## src/hw/rtl/swsa_ram.sv

```systemverilog
// Generic RAM: one write port, one read port, registered read, old data on collision.
module swsa_ram #(
  parameter int unsigned WIDTH = 16,
  parameter int unsigned DEPTH = 16
) (
  input  logic                     clk_i,
  input  logic                     we_i,
  input  logic [$clog2(DEPTH)-1:0] waddr_i,
  input  logic [WIDTH-1:0]         wdata_i,
  input  logic [$clog2(DEPTH)-1:0] raddr_i,
  output logic [WIDTH-1:0]         rdata_o
);

  logic [WIDTH-1:0] mem [DEPTH];
  logic [WIDTH-1:0] rdata_q;

  always_ff @(posedge clk_i) begin
    rdata_q <= mem[raddr_i];
    if (we_i) begin
      mem[waddr_i] <= wdata_i;
    end
  end

  assign rdata_o = rdata_q;

endmodule

```

## config.mk

```make
export PLATFORM = sky130hd
export DESIGN_NAME = swsa_ram
export DESIGN_NICKNAME = d
export VERILOG_FILES = /design/src/hw/rtl/swsa_ram.sv
export SDC_FILE = /design/constraint.sdc
export NUM_CORES = 1
export LEC_CHECK = 0
export BUFFER_PORTS_ARGS = -buffer_cell sky130_fd_sc_hd__buf_2
export CORE_ASPECT_RATIO = 2
export CORE_UTILIZATION = 65
export DETAILED_ROUTE_END_ITERATION = 8
export PLACE_DENSITY = 0.83
export SETUP_SLACK_MARGIN = 0.5
export SYNTH_ARGS = -nofsm -noshare
export SYNTH_HDL_FRONTEND = slang
export SYNTH_SLANG_ARGS = --single-unit
```

## constraint.sdc

```tcl
create_clock -name clk_i -period 6.9 [get_ports clk_i]
set_input_delay 1.725 -clock clk_i [delete_from_list [all_inputs] [get_ports clk_i]]
set_output_delay 1.725 -clock clk_i [all_outputs]
set_load 0.02 [all_outputs]
```

# Yosys cells after proc, flatten, opt, wreduce, memory -nomap -nowiden
# Memory sizes are Yosys's and may differ from the RTL's. A register that Yosys moved wholly into a read port is not among the register bits.
# Cells that the tools add are included.
# op_classes
muxes,2
# op_table
cell,count
2-to-1 mux 1 bit,2
# totals
register_bits,0
ramBits,256
n_memories,1
# mem_list
name,words,width,rd,rd_ports_with_merged_regs,write_ports,line,source
mem,16,16,1,1,1,14,logic [WIDTH-1:0] mem [DEPTH];

# Logic depth before layout (Yosys ltp)
# logic_depth
word_depth,2
mapped_depth,5

# Worst setup path before layout
# Ideal clock, no wire load.
# synth_path
path_kind,input -> register
startpoint,in waddr_i[2]
endpoint,mem mem[0][0] (enable)
setup_ps,409
arrival_ps,3371
required_ps,6491
setup_slack_ps,3120
stages,2
path_buffers,0
path_cell_list,or3b_2 -> nor3_1
# synth_rtl
element,line,source
"start, declared",8,"input logic [$clog2(DEPTH)-1:0] waddr_i,"
"end, declared",14,
# No word-level cell before the write port.

==> impl_summary.log <==
[metrics] largest clock skew in the final design: about 12 ps
[metrics] cells after synthesis: between 400 and 500
[metrics] final setup violation count: 0
[metrics] via count: roughly 4800
[metrics] worst reg2reg path endpoint: rdata_o[9]
[metrics] final layout net count: 522
[metrics] run status: finished, final reports clean
[metrics] average wire length per cell after detail routing: between 20 and 30 um
[metrics] hold violation total from the final report: 0
[metrics] max-capacitance violation count: 0
[metrics] num ports: 42
[metrics] synthesis warning total: 0
[metrics] clock sink count: 272
[metrics] critical path data arrival time: ~3800 ps
[metrics] startpoint of the tightest hold check path: mem[4][15]
[metrics] GRT Resource Usage Total: roughly 28%
[metrics] depth of the most critical reg-to-reg path: 3
[metrics] remaining antenna violation count after routing: 0
[metrics] final weighted congestion in routability-driven placement: ~0.75
[metrics] grt peak-use layer: met2
[metrics] Period Utilization, post-route: 49.8%
[metrics] hpwl dp: around 11000 um
[metrics] first-pass GRT wire length: slightly above 30000 um
[metrics] area overhead of the layout relative to synthesis: 12.1%
[metrics] worst-skew pair later-pin latency: around 500 ps
[metrics] setup slack, reg-to-reg: between 5000 and 6000 ps
[metrics] number of buffers created by CTS: 21
[metrics] maximum number of pins on one net before global-route repair: 48
[metrics] launch point of the critical path: raddr_i[0]
[metrics] setup repair after global routing missed its margin: no
[metrics] ratio of total power to cell area: 288 mW/mm2
[metrics] total wirelength of the detailed-routed design: 20900 um
[metrics] Clock Path Buffers: 3
[metrics] final setup TNS: 0 ps
[metrics] # Post-CTS Setup Buffers: 0
[metrics] number of global-route vias before repair: ~5000
[metrics] average footprint of a synthesized cell: approximately 23 um2
[metrics] number of gates resized after CTS: 0
[metrics] drt first-iter violations: 478
[metrics] CP max FO: 43
[metrics] leakage power: ~3.7 nW
[metrics] reg2reg start: mem[9][9]
[metrics] global-route track usage on met1: around a third
[metrics] layout cell share with drive strength beyond 1: 31.6%
[metrics] netlist area before placement: 0.0100 mm2
[metrics] syn_nets: 458
[metrics] post-route non-filler standard cell count: 705
[metrics] min Tclk post-route: between 3000 and 4000 ps
[metrics] Floorplan Core Area: between 0.01 and 0.015 mm2
[metrics] placement row count: 63
[metrics] flip-flop and latch count after synthesis: approximately 270
[metrics] # port buffers: a little over 40
[metrics] synth unique cells: 19
[metrics] GRT Residual Overflow: 0
[metrics] initial antenna violation count: 0
[metrics] vias per cell: a little under 7
[metrics] Die W: between 80 and 90 um
[metrics] endpoint kind of the worst setup timing path: register
[metrics] DRC violations left: 0
[metrics] Initial Util: 67.1%
[metrics] number of placed instances with taps included: ~670
[metrics] class of the tightest hold or removal check: reg -> reg
[metrics] antenna diode count: 0
[metrics] clock tree from TritonCTS: yes
[metrics] height of the chip: between 150 and 200 um
[metrics] critical path required time: approximately 7300 ps
[metrics] worst min-delay path endpoint: rdata_o[15]
[metrics] root buffer selected by CTS: sky130_fd_sc_hd__clkbuf_16
[metrics] clock transition at the registers of the reported paths: around 70 ps
[metrics] worst slew margin relative to its limit: a little under two fifths
[metrics] met3 usage: under 10%
[metrics] met2 global-route usage: around 50%
[metrics] depth of the worst hold-timing path: 3
[metrics] max-slew violation count: 0
[metrics] hold_buf cts: 0
[metrics] overall die area: approximately 0.016 mm2
[metrics] transition time at the pin with the least slew margin: ~940 ps
[metrics] maximum VDD drop: around 0.00026 V
[metrics] number of levels in the clock H-tree: 1
[metrics] number of filler cells placed in the layout: between 800 and 900
[metrics] 1st-pass router iterations: 6
[metrics] element type at the critical path start: input pin
[metrics] sequential-to-total area share from yosys stat: 79.7%
[metrics] highest achievable clock rate: approximately 290 MHz
[metrics] WS Path Type: in -> reg
## where the power goes
| part | switching (W) | internal, W | leakage, nW |
|---|---|---|---|
| clock | 0.000523 | 0.000686 | 0.334 |
| combinational | 0.000103 | 0.0000668 | 0.899 |
| sequential | 0.0000130 | 0.00185 | 2.45 |
## Yosys cell counts
cell type | n | area [um2]
sky130_fd_sc_hd__nor3_1 | 4 | 20.0
sky130_fd_sc_hd__clkbuf_1 | 8 | 30.0
sky130_fd_sc_hd__or3b_2 | 1 | 8.76
sky130_fd_sc_hd__nand3_1 | 1 | 5.00
sky130_fd_sc_hd__buf_1 | 3 | 11.3
sky130_fd_sc_hd__buf_2 | 3 | 15.0
sky130_fd_sc_hd__buf_4 | 3 | 22.5
sky130_fd_sc_hd__mux4_1 | 10 | 263
sky130_fd_sc_hd__dfxtp_1 | 16 | 320
sky130_fd_sc_hd__nand3b_1 | 2 | 15.0
sky130_fd_sc_hd__a22oi_1 | 32 | 240
sky130_fd_sc_hd__nor2_1 | 13 | 48.8
sky130_fd_sc_hd__nor2b_1 | 2 | 12.5
sky130_fd_sc_hd__mux4_2 | 54 | 1220
sky130_fd_sc_hd__nand2_1 | 17 | 63.8
sky130_fd_sc_hd__edfxtp_1 | 256 | 7690
sky130_fd_sc_hd__nand2b_1 | 2 | 12.5
sky130_fd_sc_hd__buf_6 | 4 | 45.0
sky130_fd_sc_hd__and2_1 | 1 | 6.26
## registers in the layout, summed over array words and instances (netlist names)
name / count
mem: 256
rdata_o: 16
## cell usage in the layout, fill, tap and decap left out
master                        n
sky130_fd_sc_hd__and2_1       1
sky130_fd_sc_hd__buf_2       40
sky130_fd_sc_hd__dfxtp_1     16
sky130_fd_sc_hd__mux4_1      10
sky130_fd_sc_hd__mux4_2      54
sky130_fd_sc_hd__nand3_1      1
sky130_fd_sc_hd__a22oi_1     32
sky130_fd_sc_hd__clkbuf_8     1
sky130_fd_sc_hd__clkbuf_1     6
sky130_fd_sc_hd__nand2b_1     2
sky130_fd_sc_hd__clkinv_1     2
sky130_fd_sc_hd__nand3b_1     2
sky130_fd_sc_hd__nor3_2       4
sky130_fd_sc_hd__edfxtp_1   256
sky130_fd_sc_hd__clkinv_2     4
sky130_fd_sc_hd__nand2_1     17
sky130_fd_sc_hd__nor2_2      11
sky130_fd_sc_hd__nor2b_1      2
sky130_fd_sc_hd__clkbuf_16   21
sky130_fd_sc_hd__buf_4       22
sky130_fd_sc_hd__bufinv_16    3
sky130_fd_sc_hd__or3b_2       1
sky130_fd_sc_hd__nor2_1       2
## metrics by stage
stage / hold slack (ps) / setup WS (ps) / power (W) / area (um2) / util [%]
global route: 719 / 3270 / 0.00331 / 11300 / 75.2
detailed placement: 654 / 2910 / 0.00206 / 10600 / 70.6
finish: 671 / 3460 / 0.00324 / 11300 / 75.2
CTS: 677 / 3420 / 0.00325 / 11300 / 75.2
global placement: 649 / 2960 / 0.00205 / 10600 / 70.6
floorplan: 635 / 3120 / 0.00199 / 10000 / -
## logic make-up (layout without fill, tap and decap cells)
kind of cell	after synthesis	in the layout	share of synthesized area, %
flip-flops	272	272	79.7
multiplexers	64	64	14.7
AND/OR/NAND/NOR	43	43	1.92
AO/OA/AOI/OAI	32	32	2.39
buffers and inverters	21	99	1.23
## layout make-up
class	instances	area, um2	area share (%)
repair buffers	62	365	3.25
clock inverters	9	118	1.04
multi-input cells	139	1960	17.4
clock buffers	28	562	4.99
flip-flops and latches	272	8010	71.1
well taps	195	244	2.17
## how the worst max path moves through the flow
stage          depth (start not counted)          end  slack, ps
2_1_floorplan                          2    mem[0][0]       3120
3_3_place_gp                           5  rdata_o[11]       2960
3_5_place_dp                           5  rdata_o[11]       2910
4_1_cts                                5  rdata_o[11]       3420
5_1_grt                                5  rdata_o[11]       3270
6_report                               5  rdata_o[11]       3460
## worst max-delay path: stages
cell                      delay (ps)
sky130_fd_sc_hd__buf_4           610
sky130_fd_sc_hd__buf_4           520
sky130_fd_sc_hd__mux4_1          600
sky130_fd_sc_hd__a22oi_1         230
sky130_fd_sc_hd__nand2_1          70
## routing by layer
| metal | vias up | share of wire, % |
|---|---|---|
| li1 | 1956 | - |
| met1 | 2490 | 33 |
| met2 | 277 | 55 |
| met3 | 55 | 8.3 |
| met4 | 0 | 3.8 |
| met5 | - | 0 |
Power figures use the tool's default switching activity.
